`config.mk`:
```
export PLATFORM = sky130hd
export DESIGN_NAME = ride_display_digit_formatter_top
export DESIGN_NICKNAME = d
export VERILOG_FILES = /design/src/hw/rtl/rdf_pkg.sv /design/src/hw/rtl/ride_display_digit_formatter_top.sv /design/src/hw/rtl/rdf_format.sv
export SDC_FILE = /design/constraint.sdc
export NUM_CORES = 1
export LEC_CHECK = 0
export BUFFER_PORTS_ARGS = -buffer_cell sky130_fd_sc_hd__buf_2
export CAP_MARGIN = 20
export CORE_MARGIN = 2
export CORE_UTILIZATION = 58
export CTS_CLUSTER_DIAMETER = 150
export DETAILED_ROUTE_END_ITERATION = 10
export GPL_TIMING_DRIVEN = 0
export PLACE_DENSITY = 0.87
export SLEW_MARGIN = 20
export SYNTH_ARGS = -nofsm -noshare
export SYNTH_HDL_FRONTEND = slang
export SYNTH_SLANG_ARGS = --single-unit
```
`constraint.sdc`:
```
create_clock -name clk -period 8.45 [get_ports clk]
set_input_delay 1.69 -clock clk [delete_from_list [all_inputs] [get_ports clk]]
set_output_delay 1.69 -clock clk [all_outputs]
set_load 0.005 [all_outputs]
```
`src/hw/rtl/rdf_pkg.sv`:
```
// Shared types, constants and a speed digit helper for the ride display digit formatter.
`default_nettype none

package rdf_pkg;

	// View modes, also shown on the result tuser.
	localparam logic [1:0] VIEW_SPEED    = 2'd0;
	localparam logic [1:0] VIEW_DISTANCE = 2'd1;
	localparam logic [1:0] VIEW_TIME     = 2'd2;

	// Configuration register indexes.
	localparam int CFG_ADDR_W = 1;
	localparam int CFG_DATA_W = 1;
	localparam logic [CFG_ADDR_W-1:0] CFG_METRIC_UNITS   = 1'd0;
	localparam logic [CFG_ADDR_W-1:0] CFG_DISPLAY_ENABLE = 1'd1;

	// Field widths.
	localparam int SPEED_W = 14;
	localparam int DIST_W  = 20;
	localparam int SECS_W  = 16;
	localparam int DIGIT_W = 4;
	localparam int MODE_W  = 2;

	localparam int IN_DATA_W  = 4 * SPEED_W + 2 * DIST_W + SECS_W;
	localparam int OUT_BITS   = 4 * DIGIT_W + 3;
	localparam int OUT_DATA_W = ((OUT_BITS + 7) / 8) * 8;

	// Saturation thresholds, in input units.
	localparam int SPEED_SAT = 1000;
	localparam int DIST_SAT  = 10000;
	localparam int TIME_SAT  = 6000;

	typedef struct packed {
		logic [DIGIT_W-1:0] hi;
		logic [DIGIT_W-1:0] lo;
		logic               pt;
	} speed_pair_t;

	typedef struct packed {
		logic [DIGIT_W-1:0] d0;
		logic [DIGIT_W-1:0] d1;
		logic [DIGIT_W-1:0] d2;
		logic [DIGIT_W-1:0] d3;
		logic               p0;
		logic               p1;
		logic               p2;
		logic [MODE_W-1:0]  mode;
	} result_t;

	// Split one speed in tenths into two digits: d.d below 10, dd below 100, else 99.
	function automatic speed_pair_t put_speed(input logic [SPEED_W-1:0] v);
		speed_pair_t r;
		logic [9:0]  v10;
		logic [23:0] p100;
		logic [21:0] p10;
		logic [3:0]  q100;
		logic [6:0]  q10;
		logic [6:0]  rem100;
		logic [9:0]  rem10;
		v10    = v[9:0];
		p100   = 24'(v10) * 24'd5243;
		p10    = 22'(v10) * 22'd205;
		q100   = p100[22:19];
		q10    = p10[17:11];
		rem100 = q10 - 7'(q100) * 7'd10;
		rem10  = v10 - 10'(q10) * 10'd10;
		if (v >= SPEED_W'(SPEED_SAT)) begin
			r.hi = 4'd9;
			r.lo = 4'd9;
			r.pt = 1'b0;
		end else if (v10 >= 10'd100) begin
			r.hi = q100;
			r.lo = rem100[3:0];
			r.pt = 1'b0;
		end else begin
			r.hi = q10[3:0];
			r.lo = rem10[3:0];
			r.pt = 1'b1;
		end
		return r;
	endfunction

endpackage

`default_nettype wire

```
`src/hw/rtl/ride_display_digit_formatter_top.sv`:
```
// An accepted beat passes the input register, then the result register that drives m_axis.
// Throughput: one beat per cycle; the input register and the result register
// each advance when the next stage is empty or its beat is being taken.
// A refresh beat while the display is disabled produces no result.
// Reset (arst_n low, asynchronous): speed view, mile units, display disabled, pipeline empty.
`default_nettype none

module ride_display_digit_formatter_top import rdf_pkg::*; (
	input  wire logic                  clk,
	input  wire logic                  arst_n,
	input  wire logic                  cfg_we,
	input  wire logic [CFG_ADDR_W-1:0] cfg_addr,
	input  wire logic [CFG_DATA_W-1:0] cfg_wdata,
	input  wire logic                  s_axis_tvalid,
	output      logic                  s_axis_tready,
	// bits from 0: cur_speed_imperial, cur_speed_metric, avg_speed_imperial,
	// avg_speed_metric, distance_imperial, distance_metric, elapsed_seconds
	input  wire logic [IN_DATA_W-1:0]  s_axis_tdata,
	// bit 0: command
	input  wire logic                  s_axis_tuser,
	output      logic                  m_axis_tvalid,
	input  wire logic                  m_axis_tready,
	// bits from 0: digit_zero, digit_one, digit_two, digit_three,
	// point_zero, point_one, point_two, zero fill
	output      logic [OUT_DATA_W-1:0] m_axis_tdata,
	// bits from 0: shown_mode
	output      logic [MODE_W-1:0]     m_axis_tuser
);

	logic               metric_units_q;
	logic               display_enable_q;
	logic [MODE_W-1:0]  view_mode_q;
	logic [MODE_W-1:0]  view_next;

	logic               valid_s1;
	logic [MODE_W-1:0]  mode_s1;
	logic [SPEED_W-1:0] cur_speed_s1;
	logic [SPEED_W-1:0] avg_speed_s1;
	logic [DIST_W-1:0]  distance_s1;
	logic [SECS_W-1:0]  secs_s1;

	logic               out_valid_q;
	result_t            result_q;
	result_t            result_d;

	logic               accept;
	logic               adv_out;

	logic [SPEED_W-1:0] in_cs_imp;
	logic [SPEED_W-1:0] in_cs_met;
	logic [SPEED_W-1:0] in_as_imp;
	logic [SPEED_W-1:0] in_as_met;
	logic [DIST_W-1:0]  in_dist_imp;
	logic [DIST_W-1:0]  in_dist_met;
	logic [SECS_W-1:0]  in_secs;

	assign {in_secs, in_dist_met, in_dist_imp, in_as_met, in_as_imp, in_cs_met, in_cs_imp}
		= s_axis_tdata;

	assign adv_out       = !out_valid_q || m_axis_tready;
	assign s_axis_tready = !valid_s1 || adv_out;
	assign accept        = s_axis_tvalid && s_axis_tready;

	always_comb begin
		view_next = view_mode_q;
		if (s_axis_tuser) begin
			view_next = (view_mode_q == VIEW_TIME) ? VIEW_SPEED : view_mode_q + 2'd1;
		end
	end

	always_ff @(posedge clk or negedge arst_n) begin
		if (!arst_n) begin
			metric_units_q   <= 1'b0;
			display_enable_q <= 1'b0;
		end else if (cfg_we) begin
			unique case (cfg_addr)
				CFG_METRIC_UNITS:   metric_units_q   <= cfg_wdata[0];
				CFG_DISPLAY_ENABLE: display_enable_q <= cfg_wdata[0];
				default:            metric_units_q   <= metric_units_q;
			endcase
		end
	end

	always_ff @(posedge clk or negedge arst_n) begin
		if (!arst_n) begin
			view_mode_q <= VIEW_SPEED;
			valid_s1    <= 1'b0;
		end else begin
			if (accept) begin
				view_mode_q <= view_next;
			end
			if (s_axis_tready) begin
				// drop refresh beats while the display is off
				valid_s1 <= accept && (s_axis_tuser || display_enable_q);
			end
		end
	end

	// Pick the unit set on entry so the next stage sees one value per quantity.
	always_ff @(posedge clk) begin
		if (accept) begin
			mode_s1      <= view_next;
			cur_speed_s1 <= metric_units_q ? in_cs_met : in_cs_imp;
			avg_speed_s1 <= metric_units_q ? in_as_met : in_as_imp;
			distance_s1  <= metric_units_q ? in_dist_met : in_dist_imp;
			secs_s1      <= in_secs;
		end
	end

	rdf_format u_format (
		.mode            (mode_s1),
		.cur_speed       (cur_speed_s1),
		.avg_speed       (avg_speed_s1),
		.distance        (distance_s1),
		.elapsed_seconds (secs_s1),
		.result          (result_d)
	);

	always_ff @(posedge clk or negedge arst_n) begin
		if (!arst_n) begin
			out_valid_q <= 1'b0;
		end else if (adv_out) begin
			out_valid_q <= valid_s1;
		end
	end

	always_ff @(posedge clk) begin
		if (adv_out && valid_s1) begin
			result_q <= result_d;
		end
	end

	assign m_axis_tvalid = out_valid_q;
	assign m_axis_tdata  = {(OUT_DATA_W - OUT_BITS)'(0),
		result_q.p2, result_q.p1, result_q.p0,
		result_q.d3, result_q.d2, result_q.d1, result_q.d0};
	assign m_axis_tuser  = result_q.mode;

	a_stage_moves: assert property (@(posedge clk) disable iff (!arst_n)
		(valid_s1 && adv_out) |=> m_axis_tvalid)
		else $error("occupied input stage did not reach the result register");

	a_refresh_dropped: assert property (@(posedge clk) disable iff (!arst_n)
		(accept && !s_axis_tuser && !display_enable_q) |=> !valid_s1)
		else $error("refresh beat passed while display disabled");

	a_toggle_advances: assert property (@(posedge clk) disable iff (!arst_n)
		(accept && s_axis_tuser) |=> (view_mode_q != $past(view_mode_q)))
		else $error("toggle beat did not advance the view");

	a_distance_point: assert property (@(posedge clk) disable iff (!arst_n)
		(m_axis_tvalid && m_axis_tuser == VIEW_DISTANCE) |->
		(result_q.p2 && !result_q.p1 && !result_q.p0))
		else $error("distance view with wrong decimal points");

endmodule

`default_nettype wire

```
`src/hw/rtl/rdf_format.sv`:
```
// Combinational digit splitter: turns the selected ride values into display digits.
`default_nettype none

module rdf_format import rdf_pkg::*; (
	input  wire logic [MODE_W-1:0]  mode,
	input  wire logic [SPEED_W-1:0] cur_speed,
	input  wire logic [SPEED_W-1:0] avg_speed,
	input  wire logic [DIST_W-1:0]  distance,
	input  wire logic [SECS_W-1:0]  elapsed_seconds,
	output result_t                 result
);

	speed_pair_t cur_pair;
	speed_pair_t avg_pair;

	// distance pieces, valid below saturation
	logic [13:0] x14;
	logic [31:0] dp1000;
	logic [31:0] dp100;
	logic [31:0] dp10;
	logic [3:0]  dq1000;
	logic [6:0]  dq100;
	logic [9:0]  dq10;
	logic [6:0]  dr1;
	logic [9:0]  dr2;
	logic [13:0] dr3;

	// time pieces, valid below saturation
	logic [12:0] s13;
	logic [31:0] tp_min;
	logic [31:0] tp_ten;
	logic [6:0]  mins;
	logic [3:0]  min_tens;
	logic [6:0]  min_ones;
	logic [12:0] sec_full;
	logic [5:0]  sec;
	logic [10:0] sp;
	logic [3:0]  sec_tens;
	logic [5:0]  sec_ones;

	always_comb begin
		cur_pair = put_speed(cur_speed);
		avg_pair = put_speed(avg_speed);
	end

	// Reciprocal multiplies, each taken straight from the value to keep the paths short.
	always_comb begin
		x14    = distance[13:0];
		dp1000 = 32'(x14) * 32'd16778;
		dp100  = 32'(x14) * 32'd5243;
		dp10   = 32'(x14) * 32'd52429;
		dq1000 = dp1000[27:24];
		dq100  = dp100[25:19];
		dq10   = dp10[28:19];
		dr1    = dq100 - 7'(dq1000) * 7'd10;
		dr2    = dq10 - 10'(dq100) * 10'd10;
		dr3    = x14 - 14'(dq10) * 14'd10;
	end

	always_comb begin
		s13      = elapsed_seconds[12:0];
		tp_min   = 32'(s13) * 32'd34953;
		tp_ten   = 32'(s13) * 32'd13982;
		mins     = tp_min[27:21];
		min_tens = tp_ten[26:23];
		min_ones = mins - 7'(min_tens) * 7'd10;
		sec_full = s13 - 13'(mins) * 13'd60;
		sec      = sec_full[5:0];
		sp       = 11'(sec) * 11'd13;
		sec_tens = sp[10:7];
		sec_ones = sec - 6'(sec_tens) * 6'd10;
	end

	always_comb begin
		result      = '0;
		result.mode = mode;
		unique case (mode)
			VIEW_SPEED: begin
				result.d0 = cur_pair.hi;
				result.d1 = cur_pair.lo;
				result.p0 = cur_pair.pt;
				result.d2 = avg_pair.hi;
				result.d3 = avg_pair.lo;
				result.p2 = avg_pair.pt;
			end
			VIEW_DISTANCE: begin
				result.p2 = 1'b1;
				if (distance >= DIST_W'(DIST_SAT)) begin
					result.d0 = 4'd9;
					result.d1 = 4'd9;
					result.d2 = 4'd9;
					result.d3 = 4'd9;
				end else begin
					result.d0 = dq1000;
					result.d1 = dr1[3:0];
					result.d2 = dr2[3:0];
					result.d3 = dr3[3:0];
				end
			end
			VIEW_TIME: begin
				result.p1 = 1'b1;
				if (elapsed_seconds >= SECS_W'(TIME_SAT)) begin
					result.d0 = 4'd9;
					result.d1 = 4'd9;
					result.d2 = 4'd5;
					result.d3 = 4'd9;
				end else begin
					result.d0 = min_tens;
					result.d1 = min_ones[3:0];
					result.d2 = sec_tens;
					result.d3 = sec_ones[3:0];
				end
			end
			default: begin
				result.mode = mode;
			end
		endcase
	end

endmodule

`default_nettype wire
```
==> out/metrics.cfg, run 1 <==
[drt]
routed_via_density = 5.66
first_pass_iters = 7
dr_total_vias = 16800
antenna_left = 0
wl_mm = 57.1
drc = 0
detail_route.iter0.violations = 970
wl_per_cell_um = 19.2

[cts]
cts_tree = built
clock_path_buffers = 2
clkLatencyLatePin_ns = 0.39
htreeDepth = 3
clockRootBuffer = clkbuf_16
cts_buffers = 9
clock_sinks = 93
cts-hold-fix-buffers = 0
clk_pin_slew_ns = 0.09

[timing]
skew_ns = 0.0188
period_minus_slack_ns = 8.54
hold_ws_ns = 0.497
max_freq_mhz = 117
relSlewSlack_pct = 17.6
finalSetupViolations = 1
rsz0062_at_grt = true
fin_ws_ns = -0.0893
slew_viol_final = 0
min_period_over_period_pct = 101
tightest_slew_ns = 1.24
hold_viol = 0

[floorplan]
initial_core_util_pct = 58.4
core_area_mm2 = 0.0406
chipWidth_um = 206
io-pin-count = 148
die_h_um = 206
die_area_mm2 = 0.0425
row_count = 74

[final_layout]
nets = 3504
syn_to_final_growth_pct = 8.81
post-route-util_pct = 63.6
drive_gt1_share_pct = 11.9
diodes = 0
n_fill_cell = 2969

[synthesis]
yosys-top-cells-count = inv_1, ha_1, fa_1
yosysMostFrequentCell = inv_1
yosysWarningCount = 0
yosys-top-cells-area = ha_1, fa_1, edfxtp_1
ys_seq_area_share_pct = 11.7
synth_cells = 2253
ys_seq_elements = 93
synth_top_area_share_pct = 32.7
ys.flop_type = edfxtp_1
synth_cell_types = 76
synth_edf_count = 87
syn-cell-area_mm2 = 0.0237
avgSynthCellArea_um2 = 10.5
synthArstFlopShare_pct = 6.45
synth.largest_area_cell = ha_1

[global_routing]
grt-ovfl-total = 0
grt_pass1_vias = 18900
grtUsageTotal_pct = 28.5
grt_pass1_wl_mm = 94.3
grt_max_degree = 48
antenna_found_initial = 0

[setup_path]
path_max_fanout = 4
reg2reg_from = secs_s1[9]$_DFFE_PP_
crit_arrival_ns = 8.66
critPathSlowestCell = or4_4
slowest_delay_ns = 0.53
worst-setup-path-type = flop to flop
start_kind = flop
startpoint = secs_s1[9]$_DFFE_PP_
cp.required_ns = 8.57
path_common_cell = ha_1
end_kind = flop

[placed_design]
gp_congestion = 0.916
hpwlAfterDp_mm = 47.4
portBuffers = 142

[status]
failed_checks = negative setup slack
status = finished with violations

[run]
maxCapViolCount = 0

[hold_path]
hold_path.startpoint = valid_s1$_DFFE_PN0N_
hp-class = flop to flop

metrics by stage:
stage,instances,setup slack (ns),cell area (µm²),setup TNS (ns)
global route,2971,-0.481,25800,-0.481
CTS,2970,0.0160,25800,0
floorplan,2257,0.0281,23800,0
global placement,2931,-0.742,25100,-0.805
detailed placement,2932,-0.850,25200,-1.22
finish,2971,-0.0893,25800,-0.0893
logic make-up (layout without fill, tap and decap cells):
kind of cell    after synthesis  in the layout  synth area share (%)
fa+ha+maj                   951            951                  60.7
mux                          63             63                  2.97
flops                        93             93                  11.7
other cells                   1              5                0.0158
buf+inv                     637            819                  10.2
simple gates                201            201                  4.36
xor+xnor                     81             81                  3.46
compound gates              226            226                  6.70
layout make-up:
cell class	count	area, µm²	share of cell area (%)
Clock buffer	9	225	0.873
Timing Repair Buffer	166	911	3.53
Sequential cell	93	2760	10.7
Clock inverter	7	67.6	0.262
Tap cell	532	666	2.58
Multi-Input combinational cell	1527	18700	72.7
Inverter	622	2340	9.06
Buffer	15	75.1	0.291
worst max-delay path: cells and delay by family (launching register included):
| family | cells | cell delay (ns) |
|---|---|---|
| buffers and inverters | 5 | 0.51 |
| AOI/OAI and AO/OA | 10 | 1.59 |
| DFF | 1 | 0.46 |
| and+or+nand+nor | 3 | 0.92 |
| adders and majority gates | 11 | 3.73 |
| xor gates and xnor gates | 6 | 1.04 |
final timing paths:
path | slack [ns] | cells after the start | to
setup / recovery | -0.09 | 35 | m_axis_tdata[15]$_DFFE_PP_
min in group asynchronous | 1.12 | 1 | view_mode_q[0]$_DFFE_PN0P_
setup reg to reg | -0.09 | 35 | m_axis_tdata[15]$_DFFE_PP_
hold / removal | 0.50 | 1 | m_axis_tvalid$_DFFE_PN0P_
max in group asynchronous | 7.17 | 1 | metric_units_q$_DFFE_PN0P_
hold reg to reg | 0.50 | 1 | m_axis_tvalid$_DFFE_PN0P_
layout by cell type (no fill, tap or decap), types with 6 or more instances in the layout:
cell type and n:
clkbuf_16 9, xnor2_2 9, dfrtp_1 6, a31oi_1 10, fa_1 329, nand2b_1 10
nand3_1 19, or2_2 8, a211oi_1 8, o21a_1 19, mux2_2 54, edfxtp_1 87
nor2_1 30, nor2b_1 6, o221ai_1 8, buf_2 142, a21boi_0 7, mux2i_1 8
xor2_1 15, nor4_1 7, o21ai_0 31, a21o_1 19, buf_4 28, a21oi_1 54
inv_1 619, nand2_1 55, xnor3_1 8, clkbuf_1 6, nand4_1 16, ha_1 615
xnor2_1 47, nor3_1 17, o211ai_1 11, and3_1 7
sequential cells by signal, indices dropped and copies added, names as in the netlist, 2 cells and up:
name,count
m_axis_tdata,19
avg_speed_s1,14
cur_speed_s1,14
view_mode_q,2
mode_s1,2
m_axis_tuser,2
distance_s1,20
secs_s1,16
routing by layer:
metal	track usage [%]	share of wire (%)	up-vias
met5	0	0	-
met4	13.9	4.8	0
met3	3.99	6.1	180
met2	50.6	51	591
met1	34.0	38	8332
li1	-	-	7716
timing repair:
item,CTS,global route
setup buffers,22,1
endpoints found under the setup margin,3,1
resized for setup,20,4
pin swaps,16,3
Power of run 1 is not shown: default switching activity piles up to over one toggle a cycle in this logic, so the estimate is an artifact.
==> run 2: changes to the inputs <==
--- a/config.mk
+++ b/config.mk
@@ -5,6 +5,7 @@
 export SDC_FILE = /design/constraint.sdc
 export NUM_CORES = 1
 export LEC_CHECK = 0
+export ABC_CLOCK_PERIOD_IN_PS = 8450
 export BUFFER_PORTS_ARGS = -buffer_cell sky130_fd_sc_hd__buf_2
 export CAP_MARGIN = 20
 export CORE_MARGIN = 2
@@ -12,6 +13,7 @@
 export CTS_CLUSTER_DIAMETER = 150
 export DETAILED_ROUTE_END_ITERATION = 10
 export GPL_TIMING_DRIVEN = 0
+export MAX_ROUTING_LAYER = met4
 export PLACE_DENSITY = 0.87
 export SLEW_MARGIN = 20
 export SYNTH_ARGS = -nofsm -noshare
==> constraint.sdc (replaced) <==
create_clock -name clk -period 8.45 [get_ports clk]
set_input_delay 1.69 -clock clk [delete_from_list [all_inputs] [get_ports clk]]
set_output_delay 1.69 -clock clk [all_outputs]
set_load 0.01 [all_outputs]
==> run 2 against run 1 <==
Effect of this change:
- the flow still finishes with violations (negative setup slack)
- fmax down 2.1%
- worst hold slack better by 0.018 ns
- critical path type unchanged
- largest cell class unchanged
- global-route usage grew 1.1 points
==> out/metrics.cfg, run 2 (synthesized netlist as in run 1, its figures left out) <==
[status]
status = finished with violations
failed_checks = negative setup slack

[final_layout]
regMostFlops = distance_s1
final_common_cell = inv_1
seq_area_mm2 = 0.00276  ; unchanged
largest_reg_flops = 20  ; unchanged
syn_to_final_growth_pct = 9.07
multiInputGateArea_mm2 = 0.0187  ; -0.11%
diodes = 0  ; unchanged
final_cell_mix = inv_1, ha_1, fa_1, buf_2, edfxtp_1
nets = 3511  ; +0.20%
drive_gt1_share_pct = 12.1  ; +0.17 points
n_fill_cell = 3006  ; +1.2%

[global_routing]
busiest_layer = met2
use_met1_pct = 33.1  ; -0.86 points
grt-ovfl-total = 0  ; unchanged
grt_pass1_wl_mm = 95.0  ; +0.72%
grt_pass1_vias = 19000  ; +0.47%
met3_usage_pct = 5.35  ; +1.4 points
met2_usage_pct = 51.7  ; +1.0 points
grt_max_degree = 48  ; unchanged
antenna_found_initial = 0  ; unchanged
grtUsageTotal_pct = 29.7  ; +1.1 points

[floorplan]
chipWidth_um = 206  ; unchanged
core_area_mm2 = 0.0406  ; unchanged
row_count = 74  ; unchanged
initial_core_util_pct = 58.4  ; unchanged
io-pin-count = 148  ; unchanged
die_h_um = 206  ; unchanged
die_area_mm2 = 0.0425  ; unchanged

[cts]
cts_tree = built
clock_path_buffers = 2  ; unchanged
clock_sinks = 93  ; unchanged
cts_buffers = 9  ; unchanged
htreeDepth = 3  ; unchanged
clkLatencyLatePin_ns = 0.39  ; about the same
cts-hold-fix-buffers = 0  ; unchanged
clockRootBuffer = clkbuf_16
clk_pin_slew_ns = 0.08  ; about the same

[setup_path]
path_max_fanout = 4  ; unchanged
cp.required_ns = 8.57  ; about the same
critPathSlowestCell = fa_1
r2r_cells = 39  ; +11%
crit_arrival_ns = 8.84  ; +0.18 ns
slowest_delay_ns = 0.52  ; about the same
worst-setup-path-type = flop to flop
end_kind = flop
start_kind = flop
path_common_cell = inv_1

[timing]
fin_ws_ns = -0.269  ; -0.180 ns
relSlewSlack_pct = 31.4  ; +14 points
slew_viol_final = 0  ; unchanged
hold_viol = 0  ; unchanged
tightest_slew_ns = 1.03  ; -0.206 ns
skew_ns = 0.0135  ; -0.00534 ns
rsz0062_at_grt = true
finalSetupViolations = 1  ; unchanged
fin_setup_tns_ns = -0.269  ; -0.180 ns
period_minus_slack_ns = 8.72  ; +0.180 ns
max_freq_mhz = 115  ; -2.1%
min_period_over_period_pct = 103  ; +2.1 points

[run]
maxCapViolCount = 0  ; unchanged

[placed_design]
hpwlAfterDp_mm = 47.7  ; +0.66%
portBuffers = 142  ; unchanged
gp_congestion = 0.930  ; +1.5%
place_ws_ns = -0.993  ; -0.143 ns

[drt]
first_pass_iters = 5  ; -2
dr_total_vias = 16800  ; -0.33%
routed_via_density = 5.63  ; -0.56%
antenna_left = 0  ; unchanged
wl_per_cell_um = 19.4  ; +0.96%
drc = 0  ; unchanged
detail_route.iter0.violations = 966  ; -0.41%
wl_mm = 57.8  ; +1.2%

[hold_path]
hp-class = flop to flop
holdPathStages = 1  ; unchanged

==> run 2: cell types whose count changed in the layout (fill, tap and decap cells not counted), moves of 2 or more <==
cell and change:
xnor2_1 +2, clkinv_8 +3, inv_8 -2, buf_4 +6, xnor2_2 -2, inv_1 +2, inv_2 -2
==> run 2: timing repair <==
item,4_1_cts,5_1_grt
resized for setup,15,5
buffers inserted,28,1
pin swaps,18,4
endpoints found under the setup margin,3,1
cloned,0,0
==> run 2: stage by stage <==
stage	util (%)	cells	hold slack [ns]	cell area, µm²
after floorplan	-	2257	0.449	23800
after global placement	62.0	2931	0.465	25100
after detailed placement	62.0	2932	0.496	25200
after CTS	63.6	2976	0.514	25800
after global routing	63.7	2978	0.530	25900
final	63.7	2978	0.515	25900
==> run 2: path summary, 6_finish.rpt <==
path	start	end	slack (ns)
worst max-delay path	secs_s1[8]$_DFFE_PP_	m_axis_tdata[15]$_DFFE_PP_	-0.27
worst min-delay path	valid_s1$_DFFE_PN0N_	m_axis_tvalid$_DFFE_PN0P_	0.52
worst max register to register	secs_s1[8]$_DFFE_PP_	m_axis_tdata[15]$_DFFE_PP_	-0.27
worst min register to register	valid_s1$_DFFE_PN0N_	m_axis_tvalid$_DFFE_PN0P_	0.52
max in group asynchronous	arst_n	valid_s1$_DFFE_PN0N_	7.16
min in group asynchronous	arst_n	display_enable_q$_DFFE_PN0P_	1.12
==> run 2: layout make-up <==
| class | count | area share [%] |
|---|---|---|
| Inverter | 622 | 9.04 |
| Clock buffer | 9 | 0.871 |
| Buffer | 15 | 0.290 |
| Sequential cell | 93 | 10.7 |
| Timing Repair Buffer | 173 | 3.76 |
| Tap cell | 532 | 2.57 |
| Multi-Input combinational cell | 1527 | 72.4 |
| Clock inverter | 7 | 0.353 |
==> run 2: per-layer routing <==
metal / wire length, µm / vias up
met5: 0 / -
met4: 2920 / 0
met3: 4050 / 194
met2: 29500 / 666
met1: 21400 / 8183
li1: - / 7721
==> run 2: worst max-delay path: cells and delay by family, from the launching register on <==
kind                       cells  cell delay, ns
adders and majority gates     10            3.42
and+or+nand+nor                4            0.68
xor gates and xnor gates       7            1.38
DFF                            1            0.50
buffers and inverters          7            0.70
AOI/OAI and AO/OA             11            1.75
Power of run 2 is left out for the same reason.
